$ cat src/rtl/core/tcec_pkg.sv
// Shared types, constants and lookup tables for the tetra cell edge classifier.
// No dependencies; every other file in rtl/core imports this package.
package tcec_pkg;

	// Point, edge and tetrahedron counts of one cell
	localparam int POINT_COUNT = 15;
	localparam int EDGE_COUNT  = 54;
	localparam int TET_COUNT   = 28;
	localparam int COUNT_W     = 6;

	// Popcount grouping for the registered adder tree in the back end
	localparam int VGRP_COUNT = 7;
	localparam int VGRP_BITS  = 8;
	localparam int TGRP_COUNT = 4;
	localparam int TGRP_TETS  = 7;
	localparam int GRP_W      = 4;

	// Queue between front and back
	localparam int QUEUE_DEPTH = 4;
	localparam int QPTR_W      = 2;
	localparam int QCOUNT_W    = 3;

	typedef logic [3:0] point_idx_t;
	typedef logic [EDGE_COUNT-1:0] edge_vec_t;

	// Classified cell: high bit per point and the far-side flags {z, y, x}
	typedef struct packed {
		logic [POINT_COUNT-1:0] high;
		logic [2:0]             last_in;
	} cls_item_t;

	// Ownership masks
	localparam edge_vec_t MAIN_EDGES = edge_vec_t'({33{1'b1}});
	localparam edge_vec_t FAR_X = (edge_vec_t'(1) << 33) | (edge_vec_t'(1) << 35) |
		(edge_vec_t'(1) << 42) | (edge_vec_t'(1) << 43) | (edge_vec_t'(1) << 44) |
		(edge_vec_t'(1) << 45);
	localparam edge_vec_t FAR_Y = (edge_vec_t'(1) << 34) | (edge_vec_t'(1) << 37) |
		(edge_vec_t'(1) << 46) | (edge_vec_t'(1) << 47) | (edge_vec_t'(1) << 48) |
		(edge_vec_t'(1) << 49);
	localparam edge_vec_t FAR_Z = (edge_vec_t'(1) << 38) | (edge_vec_t'(1) << 41) |
		(edge_vec_t'(1) << 50) | (edge_vec_t'(1) << 51) | (edge_vec_t'(1) << 52) |
		(edge_vec_t'(1) << 53);
	localparam edge_vec_t EDGE_XY = edge_vec_t'(1) << 36;
	localparam edge_vec_t EDGE_XZ = edge_vec_t'(1) << 39;
	localparam edge_vec_t EDGE_YZ = edge_vec_t'(1) << 40;

	// Edge end points, in mask bit order
	localparam point_idx_t EDGE_A [EDGE_COUNT] = '{
		4'd0, 4'd0, 4'd0,
		4'd10, 4'd10, 4'd10, 4'd10,
		4'd9, 4'd9, 4'd9, 4'd9,
		4'd8, 4'd8, 4'd8, 4'd8,
		4'd10, 4'd10, 4'd10, 4'd10,
		4'd14, 4'd13, 4'd8, 4'd9,
		4'd12, 4'd12, 4'd12, 4'd12,
		4'd11, 4'd11, 4'd11, 4'd11, 4'd11, 4'd11,
		4'd1, 4'd3, 4'd1, 4'd3, 4'd2, 4'd4, 4'd5, 4'd7, 4'd6,
		4'd12, 4'd12, 4'd12, 4'd12,
		4'd13, 4'd13, 4'd13, 4'd13,
		4'd14, 4'd14, 4'd14, 4'd14
	};
	localparam point_idx_t EDGE_B [EDGE_COUNT] = '{
		4'd1, 4'd2, 4'd4,
		4'd0, 4'd4, 4'd6, 4'd2,
		4'd0, 4'd4, 4'd5, 4'd1,
		4'd0, 4'd1, 4'd3, 4'd2,
		4'd8, 4'd9, 4'd14, 4'd13,
		4'd13, 4'd8, 4'd9, 4'd14,
		4'd8, 4'd9, 4'd14, 4'd13,
		4'd8, 4'd9, 4'd10, 4'd14, 4'd13, 4'd12,
		4'd3, 4'd2, 4'd5, 4'd7, 4'd6, 4'd5, 4'd7, 4'd6, 4'd4,
		4'd1, 4'd5, 4'd7, 4'd3,
		4'd2, 4'd6, 4'd7, 4'd3,
		4'd4, 4'd5, 4'd7, 4'd6
	};

	// Corner points of each tetrahedron
	localparam point_idx_t TET_P0 [TET_COUNT] = '{
		4'd4, 4'd6, 4'd2, 4'd0, 4'd5, 4'd7, 4'd3, 4'd1,
		4'd3, 4'd1, 4'd5, 4'd7, 4'd6, 4'd4, 4'd5, 4'd7,
		4'd2, 4'd0, 4'd1, 4'd3, 4'd11, 4'd11, 4'd11, 4'd11,
		4'd11, 4'd11, 4'd11, 4'd11
	};
	localparam point_idx_t TET_P1 [TET_COUNT] = '{
		4'd0, 4'd4, 4'd6, 4'd2, 4'd1, 4'd5, 4'd7, 4'd3,
		4'd2, 4'd0, 4'd4, 4'd6, 4'd10, 4'd14, 4'd9, 4'd12,
		4'd10, 4'd8, 4'd9, 4'd12, 4'd10, 4'd14, 4'd9, 4'd12,
		4'd10, 4'd8, 4'd9, 4'd12
	};
	localparam point_idx_t TET_P2 [TET_COUNT] = '{
		4'd10, 4'd10, 4'd10, 4'd10, 4'd12, 4'd12, 4'd12, 4'd12,
		4'd13, 4'd8, 4'd9, 4'd14, 4'd14, 4'd10, 4'd12, 4'd14,
		4'd8, 4'd10, 4'd12, 4'd8, 4'd14, 4'd10, 4'd12, 4'd14,
		4'd8, 4'd10, 4'd12, 4'd8
	};
	localparam point_idx_t TET_P3 [TET_COUNT] = '{
		4'd9, 4'd14, 4'd13, 4'd8, 4'd9, 4'd14, 4'd13, 4'd8,
		4'd8, 4'd9, 4'd14, 4'd13, 4'd13, 4'd9, 4'd14, 4'd13,
		4'd13, 4'd9, 4'd8, 4'd13, 4'd13, 4'd9, 4'd14, 4'd13,
		4'd13, 4'd9, 4'd8, 4'd13
	};

	// Edges this cell owns for the given far-side flags {z, y, x}
	function automatic edge_vec_t own_mask(input logic [2:0] last_in);
		edge_vec_t m;
		m = MAIN_EDGES;
		if (last_in[0]) m = m | FAR_X;
		if (last_in[1]) m = m | FAR_Y;
		if (last_in[2]) m = m | FAR_Z;
		if (last_in[0] && last_in[1]) m = m | EDGE_XY;
		if (last_in[0] && last_in[2]) m = m | EDGE_XZ;
		if (last_in[1] && last_in[2]) m = m | EDGE_YZ;
		return m;
	endfunction

	// Triangles from one tetrahedron given its four high bits
	function automatic logic [1:0] tet_triangles(input logic [3:0] h);
		logic [2:0] cnt;
		cnt = 3'(h[0]) + 3'(h[1]) + 3'(h[2]) + 3'(h[3]);
		if (cnt == 3'd1 || cnt == 3'd3) return 2'd1;
		if (cnt == 3'd2) return 2'd2;
		return 2'd0;
	endfunction

endpackage

$ cat src/rtl/core/tcec_if.sv
// Channel interfaces of the tetra cell edge classifier: cell input and result.
// Depends on tcec_pkg for the result field widths.
interface tcec_cell_if #(parameter int SAMPLE_BITS = 24);
	logic                          valid;
	logic                          ready;
	logic signed [SAMPLE_BITS-1:0] corner_dsw;
	logic signed [SAMPLE_BITS-1:0] corner_dse;
	logic signed [SAMPLE_BITS-1:0] corner_dnw;
	logic signed [SAMPLE_BITS-1:0] corner_dne;
	logic signed [SAMPLE_BITS-1:0] corner_usw;
	logic signed [SAMPLE_BITS-1:0] corner_use;
	logic signed [SAMPLE_BITS-1:0] corner_unw;
	logic signed [SAMPLE_BITS-1:0] corner_une;
	logic                          last_in_x;
	logic                          last_in_y;
	logic                          last_in_z;

	modport source (
		output valid, corner_dsw, corner_dse, corner_dnw, corner_dne,
		output corner_usw, corner_use, corner_unw, corner_une,
		output last_in_x, last_in_y, last_in_z,
		input  ready
	);
	modport sink (
		input  valid, corner_dsw, corner_dse, corner_dnw, corner_dne,
		input  corner_usw, corner_use, corner_unw, corner_une,
		input  last_in_x, last_in_y, last_in_z,
		output ready
	);
endinterface

interface tcec_result_if import tcec_pkg::*; ();
	logic                  valid;
	logic                  ready;
	logic [EDGE_COUNT-1:0] edge_mask;
	logic [COUNT_W-1:0]    vertex_count;
	logic [COUNT_W-1:0]    triangle_count;

	modport source (
		output valid, edge_mask, vertex_count, triangle_count,
		input  ready
	);
	modport sink (
		input  valid, edge_mask, vertex_count, triangle_count,
		output ready
	);
endinterface

$ cat src/rtl/core/tetra_cell_edge_classifier.sv
// Pipeline: three front stages, a four-entry queue and three back stages, the last of which
//   is the output register.
// Throughput: one cell per cycle while nothing stalls; front and back are fully pipelined and a
//   four-entry queue lets each side stall on its own.
// Reset: arst_n clears all valids, queue pointers and iso_level (to zero);
//   no clearing pass, the block is ready for cells as soon as reset is released.
module tetra_cell_edge_classifier import tcec_pkg::*; #(
	parameter int SAMPLE_BITS = 24
) (
	input  logic                   clk,
	input  logic                   arst_n,
	tcec_cell_if.sink              cube,
	tcec_result_if.source          result,
	input  logic                   cfg_we,
	input  logic [SAMPLE_BITS-1:0] cfg_wdata
);

	logic signed [SAMPLE_BITS-1:0] iso_q;
	logic      fq_valid, fq_ready;
	cls_item_t fq_item;
	logic      qb_valid, qb_ready;
	cls_item_t qb_item;

	// Hold the iso level register
	always_ff @(posedge clk or negedge arst_n) begin
		if (!arst_n) begin
			iso_q <= '0;
		end else if (cfg_we) begin
			iso_q <= cfg_wdata;
		end
	end

	tcec_front #(.SAMPLE_BITS(SAMPLE_BITS)) u_front (
		.clk        (clk),
		.arst_n     (arst_n),
		.iso_level  (iso_q),
		.cube       (cube),
		.item_valid (fq_valid),
		.item_ready (fq_ready),
		.item       (fq_item)
	);

	tcec_queue u_queue (
		.clk        (clk),
		.arst_n     (arst_n),
		.push_valid (fq_valid),
		.push_ready (fq_ready),
		.push_item  (fq_item),
		.pop_valid  (qb_valid),
		.pop_ready  (qb_ready),
		.pop_item   (qb_item)
	);

	tcec_back u_back (
		.clk        (clk),
		.arst_n     (arst_n),
		.item_valid (qb_valid),
		.item_ready (qb_ready),
		.item       (qb_item),
		.result     (result)
	);

endmodule

$ cat src/rtl/core/tcec_front.sv
// Front end: accepts cells, forms face and body sums and classifies all 15 points.
// Depends on tcec_pkg and tcec_cell_if.
module tcec_front import tcec_pkg::*; #(
	parameter int SAMPLE_BITS = 24
) (
	input  logic                          clk,
	input  logic                          arst_n,
	input  logic signed [SAMPLE_BITS-1:0] iso_level,
	tcec_cell_if.sink                     cube,
	output logic                          item_valid,
	input  logic                          item_ready,
	output cls_item_t                     item
);

	localparam int PW = SAMPLE_BITS + 1;
	localparam int FW = SAMPLE_BITS + 2;
	localparam int BW = SAMPLE_BITS + 3;

	logic                 adv;
	logic                 valid_s1, valid_s2, valid_s3;
	logic signed [PW-1:0] pair_a_s1, pair_b_s1, pair_c_s1, pair_d_s1;
	logic signed [PW-1:0] pair_e_s1, pair_f_s1, pair_g_s1, pair_h_s1;
	logic [7:0]           corner_hi_s1, corner_hi_s2;
	logic [2:0]           last_s1, last_s2;
	logic signed [FW-1:0] face_d_s2, face_s_s2, face_w_s2;
	logic signed [FW-1:0] face_e_s2, face_n_s2, face_u_s2;
	logic signed [FW-1:0] iso4;
	logic signed [BW-1:0] iso8;
	logic signed [BW-1:0] body;
	cls_item_t            item_s3;
	logic [POINT_COUNT-1:0] high_c;

	// Advance all stages together unless the last one is held
	assign adv        = !valid_s3 || item_ready;
	assign cube.ready = adv;

	// Stage valids
	always_ff @(posedge clk or negedge arst_n) begin
		if (!arst_n) begin
			valid_s1 <= 1'b0;
			valid_s2 <= 1'b0;
			valid_s3 <= 1'b0;
		end else if (adv) begin
			valid_s1 <= cube.valid;
			valid_s2 <= valid_s1;
			valid_s3 <= valid_s2;
		end
	end

	// Stage 1: pairwise corner sums and corner classes
	always_ff @(posedge clk) begin
		if (adv) begin
			pair_a_s1 <= {cube.corner_dsw[SAMPLE_BITS-1], cube.corner_dsw} +
				{cube.corner_dse[SAMPLE_BITS-1], cube.corner_dse};
			pair_b_s1 <= {cube.corner_dnw[SAMPLE_BITS-1], cube.corner_dnw} +
				{cube.corner_dne[SAMPLE_BITS-1], cube.corner_dne};
			pair_c_s1 <= {cube.corner_usw[SAMPLE_BITS-1], cube.corner_usw} +
				{cube.corner_use[SAMPLE_BITS-1], cube.corner_use};
			pair_d_s1 <= {cube.corner_unw[SAMPLE_BITS-1], cube.corner_unw} +
				{cube.corner_une[SAMPLE_BITS-1], cube.corner_une};
			pair_e_s1 <= {cube.corner_dsw[SAMPLE_BITS-1], cube.corner_dsw} +
				{cube.corner_usw[SAMPLE_BITS-1], cube.corner_usw};
			pair_f_s1 <= {cube.corner_dse[SAMPLE_BITS-1], cube.corner_dse} +
				{cube.corner_use[SAMPLE_BITS-1], cube.corner_use};
			pair_g_s1 <= {cube.corner_dnw[SAMPLE_BITS-1], cube.corner_dnw} +
				{cube.corner_unw[SAMPLE_BITS-1], cube.corner_unw};
			pair_h_s1 <= {cube.corner_dne[SAMPLE_BITS-1], cube.corner_dne} +
				{cube.corner_une[SAMPLE_BITS-1], cube.corner_une};
			corner_hi_s1 <= {
				cube.corner_une > iso_level, cube.corner_unw > iso_level,
				cube.corner_use > iso_level, cube.corner_usw > iso_level,
				cube.corner_dne > iso_level, cube.corner_dnw > iso_level,
				cube.corner_dse > iso_level, cube.corner_dsw > iso_level
			};
			last_s1 <= {cube.last_in_z, cube.last_in_y, cube.last_in_x};
		end
	end

	// Stage 2: face sums
	always_ff @(posedge clk) begin
		if (adv) begin
			face_d_s2    <= {pair_a_s1[PW-1], pair_a_s1} + {pair_b_s1[PW-1], pair_b_s1};
			face_s_s2    <= {pair_a_s1[PW-1], pair_a_s1} + {pair_c_s1[PW-1], pair_c_s1};
			face_w_s2    <= {pair_e_s1[PW-1], pair_e_s1} + {pair_g_s1[PW-1], pair_g_s1};
			face_e_s2    <= {pair_f_s1[PW-1], pair_f_s1} + {pair_h_s1[PW-1], pair_h_s1};
			face_n_s2    <= {pair_b_s1[PW-1], pair_b_s1} + {pair_d_s1[PW-1], pair_d_s1};
			face_u_s2    <= {pair_c_s1[PW-1], pair_c_s1} + {pair_d_s1[PW-1], pair_d_s1};
			corner_hi_s2 <= corner_hi_s1;
			last_s2      <= last_s1;
		end
	end

	// Scaled thresholds and body sum; compare exactly, no rounding
	assign iso4 = {iso_level, 2'b00};
	assign iso8 = {iso_level, 3'b000};
	assign body = {face_d_s2[FW-1], face_d_s2} + {face_u_s2[FW-1], face_u_s2};

	always_comb begin
		high_c = {
			face_u_s2 > iso4,
			face_n_s2 > iso4,
			face_e_s2 > iso4,
			body > iso8,
			face_w_s2 > iso4,
			face_s_s2 > iso4,
			face_d_s2 > iso4,
			corner_hi_s2
		};
	end

	// Stage 3: classified item
	always_ff @(posedge clk) begin
		if (adv) begin
			item_s3.high    <= high_c;
			item_s3.last_in <= last_s2;
		end
	end

	assign item_valid = valid_s3;
	assign item       = item_s3;

endmodule

$ cat src/rtl/core/tcec_queue.sv
// Short queue of classified cells between the front and back ends.
// Depends on tcec_pkg for the item type and depth.
module tcec_queue import tcec_pkg::*; (
	input  logic      clk,
	input  logic      arst_n,
	input  logic      push_valid,
	output logic      push_ready,
	input  cls_item_t push_item,
	output logic      pop_valid,
	input  logic      pop_ready,
	output cls_item_t pop_item
);

	cls_item_t          mem_q [QUEUE_DEPTH];
	logic [QPTR_W-1:0]  wr_ptr_q, rd_ptr_q;
	logic [QCOUNT_W-1:0] count_q;
	logic               push, pop;

	assign push_ready = count_q != QCOUNT_W'(QUEUE_DEPTH);
	assign pop_valid  = count_q != '0;
	assign push       = push_valid && push_ready;
	assign pop        = pop_valid && pop_ready;
	assign pop_item   = mem_q[rd_ptr_q];

	// Store the incoming transaction
	always_ff @(posedge clk) begin
		if (push) begin
			mem_q[wr_ptr_q] <= push_item;
		end
	end

	// Advance pointers and occupancy
	always_ff @(posedge clk or negedge arst_n) begin
		if (!arst_n) begin
			wr_ptr_q <= '0;
			rd_ptr_q <= '0;
			count_q  <= '0;
		end else begin
			if (push) wr_ptr_q <= wr_ptr_q + QPTR_W'(1);
			if (pop) rd_ptr_q <= rd_ptr_q + QPTR_W'(1);
			if (push && !pop) count_q <= count_q + QCOUNT_W'(1);
			else if (pop && !push) count_q <= count_q - QCOUNT_W'(1);
		end
	end

`ifndef NO_ASSERTIONS
	a_count_bound: assert property (@(posedge clk) disable iff (!arst_n)
		count_q <= QCOUNT_W'(QUEUE_DEPTH))
		else $error("queue occupancy above depth");
	a_push_grows: assert property (@(posedge clk) disable iff (!arst_n)
		push && !pop |=> count_q == $past(count_q) + QCOUNT_W'(1))
		else $error("queue push without pop did not grow occupancy");
	a_pop_shrinks: assert property (@(posedge clk) disable iff (!arst_n)
		pop && !push |=> count_q == $past(count_q) - QCOUNT_W'(1))
		else $error("queue pop without push did not shrink occupancy");
	a_ptr_gap: assert property (@(posedge clk) disable iff (!arst_n)
		(count_q == '0 || count_q == QCOUNT_W'(QUEUE_DEPTH)) |-> wr_ptr_q == rd_ptr_q)
		else $error("queue pointers disagree with occupancy");
`endif

endmodule

$ cat src/rtl/core/tcec_back.sv
// Back end: edge mask, owned vertex count and triangle count from classified cells.
// Depends on tcec_pkg tables and tcec_result_if.
module tcec_back import tcec_pkg::*; (
	input  logic        clk,
	input  logic        arst_n,
	input  logic        item_valid,
	output logic        item_ready,
	input  cls_item_t   item,
	tcec_result_if.source result
);

	localparam int PAD_W = VGRP_COUNT * VGRP_BITS;

	logic                adv;
	logic                valid_s1, valid_s2, valid_s3;
	edge_vec_t           mask_c;
	edge_vec_t           mask_s1, mask_s2, mask_s3;
	edge_vec_t           owned_s1;
	logic [1:0]          tri_c [TET_COUNT];
	logic [1:0]          tri_s1 [TET_COUNT];
	logic [PAD_W-1:0]    owned_pad;
	logic [GRP_W-1:0]    vgrp_c [VGRP_COUNT];
	logic [GRP_W-1:0]    tgrp_c [TGRP_COUNT];
	logic [GRP_W-1:0]    vgrp_s2 [VGRP_COUNT];
	logic [GRP_W-1:0]    tgrp_s2 [TGRP_COUNT];
	logic [COUNT_W-1:0]  vcount_c, tcount_c;
	logic [COUNT_W-1:0]  vcount_s3, tcount_s3;

	// Advance all stages together unless the result is held
	assign adv        = !valid_s3 || result.ready;
	assign item_ready = adv;

	always_ff @(posedge clk or negedge arst_n) begin
		if (!arst_n) begin
			valid_s1 <= 1'b0;
			valid_s2 <= 1'b0;
			valid_s3 <= 1'b0;
		end else if (adv) begin
			valid_s1 <= item_valid;
			valid_s2 <= valid_s1;
			valid_s3 <= valid_s2;
		end
	end

	// Crossed edges and per-tetrahedron triangles
	always_comb begin
		for (int e = 0; e < EDGE_COUNT; e++) begin
			mask_c[e] = item.high[EDGE_A[e]] ^ item.high[EDGE_B[e]];
		end
		for (int t = 0; t < TET_COUNT; t++) begin
			tri_c[t] = tet_triangles({item.high[TET_P3[t]], item.high[TET_P2[t]],
				item.high[TET_P1[t]], item.high[TET_P0[t]]});
		end
	end

	// Stage 1
	always_ff @(posedge clk) begin
		if (adv) begin
			mask_s1  <= mask_c;
			owned_s1 <= mask_c & own_mask(item.last_in);
			for (int t = 0; t < TET_COUNT; t++) begin
				tri_s1[t] <= tri_c[t];
			end
		end
	end

	// Partial popcounts and triangle sums
	assign owned_pad = PAD_W'(owned_s1);

	always_comb begin
		for (int g = 0; g < VGRP_COUNT; g++) begin
			vgrp_c[g] = '0;
			for (int b = 0; b < VGRP_BITS; b++) begin
				vgrp_c[g] = vgrp_c[g] + GRP_W'(owned_pad[g*VGRP_BITS+b]);
			end
		end
		for (int g = 0; g < TGRP_COUNT; g++) begin
			tgrp_c[g] = '0;
			for (int k = 0; k < TGRP_TETS; k++) begin
				tgrp_c[g] = tgrp_c[g] + GRP_W'(tri_s1[g*TGRP_TETS+k]);
			end
		end
	end

	// Stage 2
	always_ff @(posedge clk) begin
		if (adv) begin
			mask_s2 <= mask_s1;
			for (int g = 0; g < VGRP_COUNT; g++) begin
				vgrp_s2[g] <= vgrp_c[g];
			end
			for (int g = 0; g < TGRP_COUNT; g++) begin
				tgrp_s2[g] <= tgrp_c[g];
			end
		end
	end

	// Final sums
	always_comb begin
		vcount_c = '0;
		tcount_c = '0;
		for (int g = 0; g < VGRP_COUNT; g++) begin
			vcount_c = vcount_c + COUNT_W'(vgrp_s2[g]);
		end
		for (int g = 0; g < TGRP_COUNT; g++) begin
			tcount_c = tcount_c + COUNT_W'(tgrp_s2[g]);
		end
	end

	// Stage 3: output register
	always_ff @(posedge clk) begin
		if (adv) begin
			mask_s3   <= mask_s2;
			vcount_s3 <= vcount_c;
			tcount_s3 <= tcount_c;
		end
	end

	assign result.valid          = valid_s3;
	assign result.edge_mask      = mask_s3;
	assign result.vertex_count   = vcount_s3;
	assign result.triangle_count = tcount_s3;

endmodule

$ cat src/flat_wrapper.sv
// flat-port wrapper written by rule: the top's interface ports become plain ports
module tetra_cell_edge_classifier_flat import tcec_pkg::*;
#(
	parameter int SAMPLE_BITS = 24
)
  (clk, arst_n, cfg_we, cfg_wdata, cube_valid, cube_corner_dsw, cube_corner_dse, cube_corner_dnw, cube_corner_dne, cube_corner_usw, cube_corner_use, cube_corner_unw, cube_corner_une, cube_last_in_x, cube_last_in_y, cube_last_in_z, cube_ready, result_valid, result_edge_mask, result_vertex_count, result_triangle_count, result_ready);
  tcec_cell_if #(.SAMPLE_BITS(SAMPLE_BITS)) cube_i ();
  tcec_result_if result_i ();
  input  logic clk;
  input  logic arst_n;
  input  logic cfg_we;
  input  logic [SAMPLE_BITS-1:0] cfg_wdata;
  input wire logic [$bits(cube_i.valid)-1:0] cube_valid;
  input wire logic [$bits(cube_i.corner_dsw)-1:0] cube_corner_dsw;
  input wire logic [$bits(cube_i.corner_dse)-1:0] cube_corner_dse;
  input wire logic [$bits(cube_i.corner_dnw)-1:0] cube_corner_dnw;
  input wire logic [$bits(cube_i.corner_dne)-1:0] cube_corner_dne;
  input wire logic [$bits(cube_i.corner_usw)-1:0] cube_corner_usw;
  input wire logic [$bits(cube_i.corner_use)-1:0] cube_corner_use;
  input wire logic [$bits(cube_i.corner_unw)-1:0] cube_corner_unw;
  input wire logic [$bits(cube_i.corner_une)-1:0] cube_corner_une;
  input wire logic [$bits(cube_i.last_in_x)-1:0] cube_last_in_x;
  input wire logic [$bits(cube_i.last_in_y)-1:0] cube_last_in_y;
  input wire logic [$bits(cube_i.last_in_z)-1:0] cube_last_in_z;
  output wire logic [$bits(cube_i.ready)-1:0] cube_ready;
  output wire logic [$bits(result_i.valid)-1:0] result_valid;
  output wire logic [$bits(result_i.edge_mask)-1:0] result_edge_mask;
  output wire logic [$bits(result_i.vertex_count)-1:0] result_vertex_count;
  output wire logic [$bits(result_i.triangle_count)-1:0] result_triangle_count;
  input wire logic [$bits(result_i.ready)-1:0] result_ready;
  assign cube_i.valid = cube_valid;
  assign cube_i.corner_dsw = cube_corner_dsw;
  assign cube_i.corner_dse = cube_corner_dse;
  assign cube_i.corner_dnw = cube_corner_dnw;
  assign cube_i.corner_dne = cube_corner_dne;
  assign cube_i.corner_usw = cube_corner_usw;
  assign cube_i.corner_use = cube_corner_use;
  assign cube_i.corner_unw = cube_corner_unw;
  assign cube_i.corner_une = cube_corner_une;
  assign cube_i.last_in_x = cube_last_in_x;
  assign cube_i.last_in_y = cube_last_in_y;
  assign cube_i.last_in_z = cube_last_in_z;
  assign cube_ready = cube_i.ready;
  assign result_valid = result_i.valid;
  assign result_edge_mask = result_i.edge_mask;
  assign result_vertex_count = result_i.vertex_count;
  assign result_triangle_count = result_i.triangle_count;
  assign result_i.ready = result_ready;
  tetra_cell_edge_classifier #(.SAMPLE_BITS(SAMPLE_BITS)) u_core (.clk(clk), .arst_n(arst_n), .cube(cube_i), .result(result_i), .cfg_we(cfg_we), .cfg_wdata(cfg_wdata));
endmodule
$ cat config.mk
export PLATFORM = sky130hd
export DESIGN_NAME = tetra_cell_edge_classifier_flat
export DESIGN_NICKNAME = d
export VERILOG_FILES = /design/src/rtl/core/tcec_pkg.sv /design/src/rtl/core/tcec_if.sv /design/src/rtl/core/tetra_cell_edge_classifier.sv /design/src/rtl/core/tcec_front.sv /design/src/rtl/core/tcec_queue.sv /design/src/rtl/core/tcec_back.sv /design/src/flat_wrapper.sv
export SDC_FILE = /design/constraint.sdc
export NUM_CORES = 2
export LEC_CHECK = 0
export ABC_AREA = 1
export BUFFER_PORTS_ARGS = -buffer_cell sky130_fd_sc_hd__buf_2
export CELL_PAD_IN_SITES_DETAIL_PLACEMENT = 0
export CELL_PAD_IN_SITES_GLOBAL_PLACEMENT = 1
export CORE_ASPECT_RATIO = 1.25
export CORE_MARGIN = 2
export CORE_UTILIZATION = 35
export CTS_CLUSTER_DIAMETER = 30
export CTS_CLUSTER_SIZE = 14
export DETAILED_ROUTE_END_ITERATION = 8
export PLACE_DENSITY_LB_ADDON = 0.3
export SETUP_SLACK_MARGIN = 0.5
export SLEW_MARGIN = 0
export SYNTH_ARGS = -nofsm -noshare
export SYNTH_HDL_FRONTEND = slang
export SYNTH_HIERARCHICAL = 1
export SYNTH_SLANG_ARGS = --single-unit
$ cat constraint.sdc
create_clock -name clk -period 21.9 [get_ports clk]
set_clock_uncertainty 0.05 [all_clocks]
set_input_delay 6.57 -clock clk [delete_from_list [all_inputs] [get_ports clk]]
set_output_delay 6.57 -clock clk [all_outputs]
set_load 0.01 [all_outputs]
==> run_results.csv <==
group,metric,value,unit
outcome,status,"finished, final reports clean",
power_and_ir_drop,ir_drop,0.2774,mV
synth,synth_xor_xnor_area_share,3.627,%
min_path,hp-start,"u_core/u_back/mask_s2[19]",
detailed_routing,viasPerCell,5.020,
synth,syn_inst,7129,
synth,ys_warn_count,6,
final_layout,drive_above_1_share,9.675,%
timing,worst_slew_pin_slew,1.005,ns
setup_path,path_delay_family,"simple AND/OR/NAND/NOR gates",
final_layout,fillerInstances,17660,
synth,synth_compound_area_share,8.248,%
clock_tree,clk_pin_slew,0.06,ns
synth,synth_top_family_by_area,"simple AND/OR/NAND/NOR gates",
power_and_ir_drop,pwr-share-clk,21.4,%
setup_path,ff2ff_path_depth,7,
timing,tns,0,ns
power_and_ir_drop,swShare,43.48,%
clock_tree,post_cts_buffers,0,
setup_path,r2r_slack,17.87,ns
final_layout,nNetsFinal,8824,
timing,rsz0062_at_grt,"no",
power_and_ir_drop,leakagePower,34.50,nW
clock_tree,cts_resized,0,
global_routing,grt_max_degree,181,
setup_path,cp_common_cell,"inv_1",
setup_path,crit_path_top_delay_cell,"nand2_4",
power_and_ir_drop,p_int,7.164,mW
global_routing,grt_pass1_wl,329600,um
setup_path,path_cells,"inv_1 > nand3_1 > inv_1 > nand2_4 > buf_2",
detailed_routing,post-route-drc-count,0,
detailed_routing,first_pass_iters,6,
floorplan,die_w,379.1,um
timing,slew_headroom,32.98,%
detailed_routing,wl_per_cell,22.44,um
clock_tree,cts-buffers-inserted,174,
synth,syn_nets,8334,
floorplan,coreArea,175200,um^2
global_routing,overflow,0,
setup_path,crit_path_start_kind,"flop",
setup_path,startpoint,"u_core/u_queue/count_q[0]",
floorplan,dieArea,179300,um^2
floorplan,die_y,472.9,um
final_layout,layout_commonest_cell,"nand2_1",
setup_path,cp.required,15.28,ns
setup_path,crit_path_max_incr_delay,0.43,ns
setup_path,end_kind,"output port",
setup_path,path_class,"flop to output port",
synth,yosysSeqAreaShare,38.67,%
timing,slew_violations,0,
synth,avgSynthCellArea,8.637,um^2
synth,async_reset_ff_share,4.631,%
global_routing,track_usage,25.45,%
synth,synth_simple_gate_area_share,21.63,%
global_routing,antenna_found_initial,46,
placement,place_area,66120,um^2
placement,numPortBuffers,291,
power_and_ir_drop,power.density,175.1,nW/um^2
timing,clock.fmax,110.8,MHz
timing,layout_worst_path_cycle_share,41.21,%
placement,hpwl,184800,um
placement,gp_congestion,1.016,
flow_run,cap_violations,0,
clock_tree,cts_hold_buf,0,
min_path,holdPathStages,0,
detailed_routing,vias,50940,
final_layout,final_util,41.33,%
clock_tree,htree_levels,4,
detailed_routing,ant_nets,0,
power_and_ir_drop,combPwrFrac,51.5,%
floorplan,io_pins,292,
final_layout,syn2layout_area_growth,17.60,%
synth,synthAdderAreaFrac,21.58,%
min_path,holdPathEnd,"u_core/u_back/result.edge_mask[19]",
floorplan,row_count,172,
floorplan,start_util,35.15,%
synth,synth_edf_count,762,
synth,synth.distinct_cells,51,
setup_path,worst-path-buf-inv,3,
setup_path,rr_startpoint,"u_core/u_queue/count_q[0]",
synth,syn_area,61570,um^2
synth,muxShareOfSynthArea,0.01829,%
final_layout,fin_area,72410,um^2
detailed_routing,wl,227700,um
global_routing,grt_pass1_vias,51040,
clock_tree,clock-root-buffer,"clkbuf_16",
setup_path,r2r_end,"u_core/u_front/face_n_s2[19]",
clock_tree,ctsLongestPathBuffers,3,
timing,finalSetupViolations,0,
timing,final_hold_viol_count,0,
detailed_routing,first_iter_violations,3367,
final_layout,layout_common_cells,"1956 x nand2_1, 950 x inv_1, 846 x ha_1, 762 x edfxtp_1, 633 x nor2_1",
timing,period_needed,9.024,ns
clock_tree,clock_latency,0.81,ns
setup_path,crit_fanout,37,
min_path,min-delay-path-class,"flop to flop",
clock_tree,cts.sinks,799,
clock_tree,tritoncts,"built",
setup_path,critical_path_arrival,2.40,ns
power_and_ir_drop,p_sw,5.511,mW
synth,synth-main-ff-cell,"edfxtp_1",
synth,ys_ff_latch,799,
power_and_ir_drop,seqPwrFrac,27.2,%
## synth_stat cells (16+ instances only)
cell      instances  share of area, %
nand2_2          32              0.33
o21bai_1         43              0.52
o21a_1           38              0.46
inv_1           951               5.8
dfrtp_1          37               1.5
ha_1            846                17
o211ai_1         37              0.45
nor2_1          635               3.9
a21o_1           40              0.49
xnor2_1          73               1.0
fa_1            135               4.4
nor3_1           81              0.66
edfxtp_1        762                37
a21oi_1         520               4.2
o31ai_1          16              0.20
nand4_1          99               1.0
nand2_1        1959                12
o21ai_0         150               1.2
nand3b_1         22              0.27
nand3_1         296               2.4
nor3_2           20              0.33
nor3b_1          24              0.29
xor2_1          182               2.6
## area by class of cell
class | count | area [um^2] | share of cell area (%)
flip-flops and latches | 799 | 23810 | 32.88
well taps | 2349 | 2939 | 4.059
clock inverters | 144 | 1780 | 2.459
repair buffers | 335 | 1799 | 2.485
inverters | 960 | 3621 | 5.001
multi-input cells | 5349 | 33950 | 46.89
clock buffers | 186 | 4442 | 6.135
diodes | 27 | 67.56 | 0.09331
## flip-flops by register name, summed over array words and instances, names as in the netlist, 27 cells and up
| name | flops |
|---|---|
| u_core/u_queue/mem_q | 72 |
| u_core/u_back/tri_s1 | 56 |
| u_core/u_back/mask_s1 | 54 |
| u_core/u_back/mask_s2 | 54 |
| u_core/u_back/result.edge_mask | 54 |
| u_core/u_back/vgrp_s2 | 27 |
## per-layer routing
layer,wire (um),track usage [%],vias up
met5,190,0,-
met4,17320,16.59,30
met3,12320,4.779,530
met2,111400,44.47,1485
met1,86490,28.07,23850
li1,-,-,25050
## per-stage QoR
stage               hold WS, ns  std cells  setup slack, ns  total power, mW
floorplan                0.3503       7129            6.132            7.946
global placement         0.3515       9792            12.81            9.875
detailed placement       0.3545       9792            12.72            10.03
CTS                      0.3612      10120            12.73            12.83
global route             0.3641      10130            12.69            13.88
finish                   0.3612      10150            12.88            12.68
## how the worst max path moves through the flow
stage | end | slack, ns | cells past startpoint
after floorplan | cube_ready | 6.13 | 4
after detailed placement | u_core/u_front/corner_hi_s1[7] | 12.72 | 9
after CTS | cube_ready | 12.73 | 5
after global routing | cube_ready | 12.69 | 5
after global placement | u_core/u_front/corner_hi_s1[7] | 12.81 | 9
final | cube_ready | 12.88 | 5
## power by group through the flow
stage / Combinational, mW / Sequential (mW) / Clock [mW]
2_1_floorplan: 4.64 / 3.30 / 0
3_3_place_gp: 6.41 / 3.47 / 0
3_5_place_dp: 6.55 / 3.48 / 0
4_1_cts: 6.61 / 3.45 / 2.76
5_1_grt: 7.55 / 3.49 / 2.84
6_report: 6.52 / 3.44 / 2.71
## worst reg2reg max path: cells and delay by family (launching register included)
family	cells	cell delay, ns
buffers and inverters	5	2.52
AND/OR/NAND/NOR	2	0.59
flip-flops	1	0.40
## cell families (layout without fill, tap and decap cells)
kind of cell	Yosys count	in the layout
fa+ha+maj	981	981
simple gates	3214	3214
flops	799	799
compound gates	898	898
buf+inv	981	1625
xor+xnor	255	255
other cells	0	27
mux	1	1
Note: power is estimated with default switching activity, not from simulation.
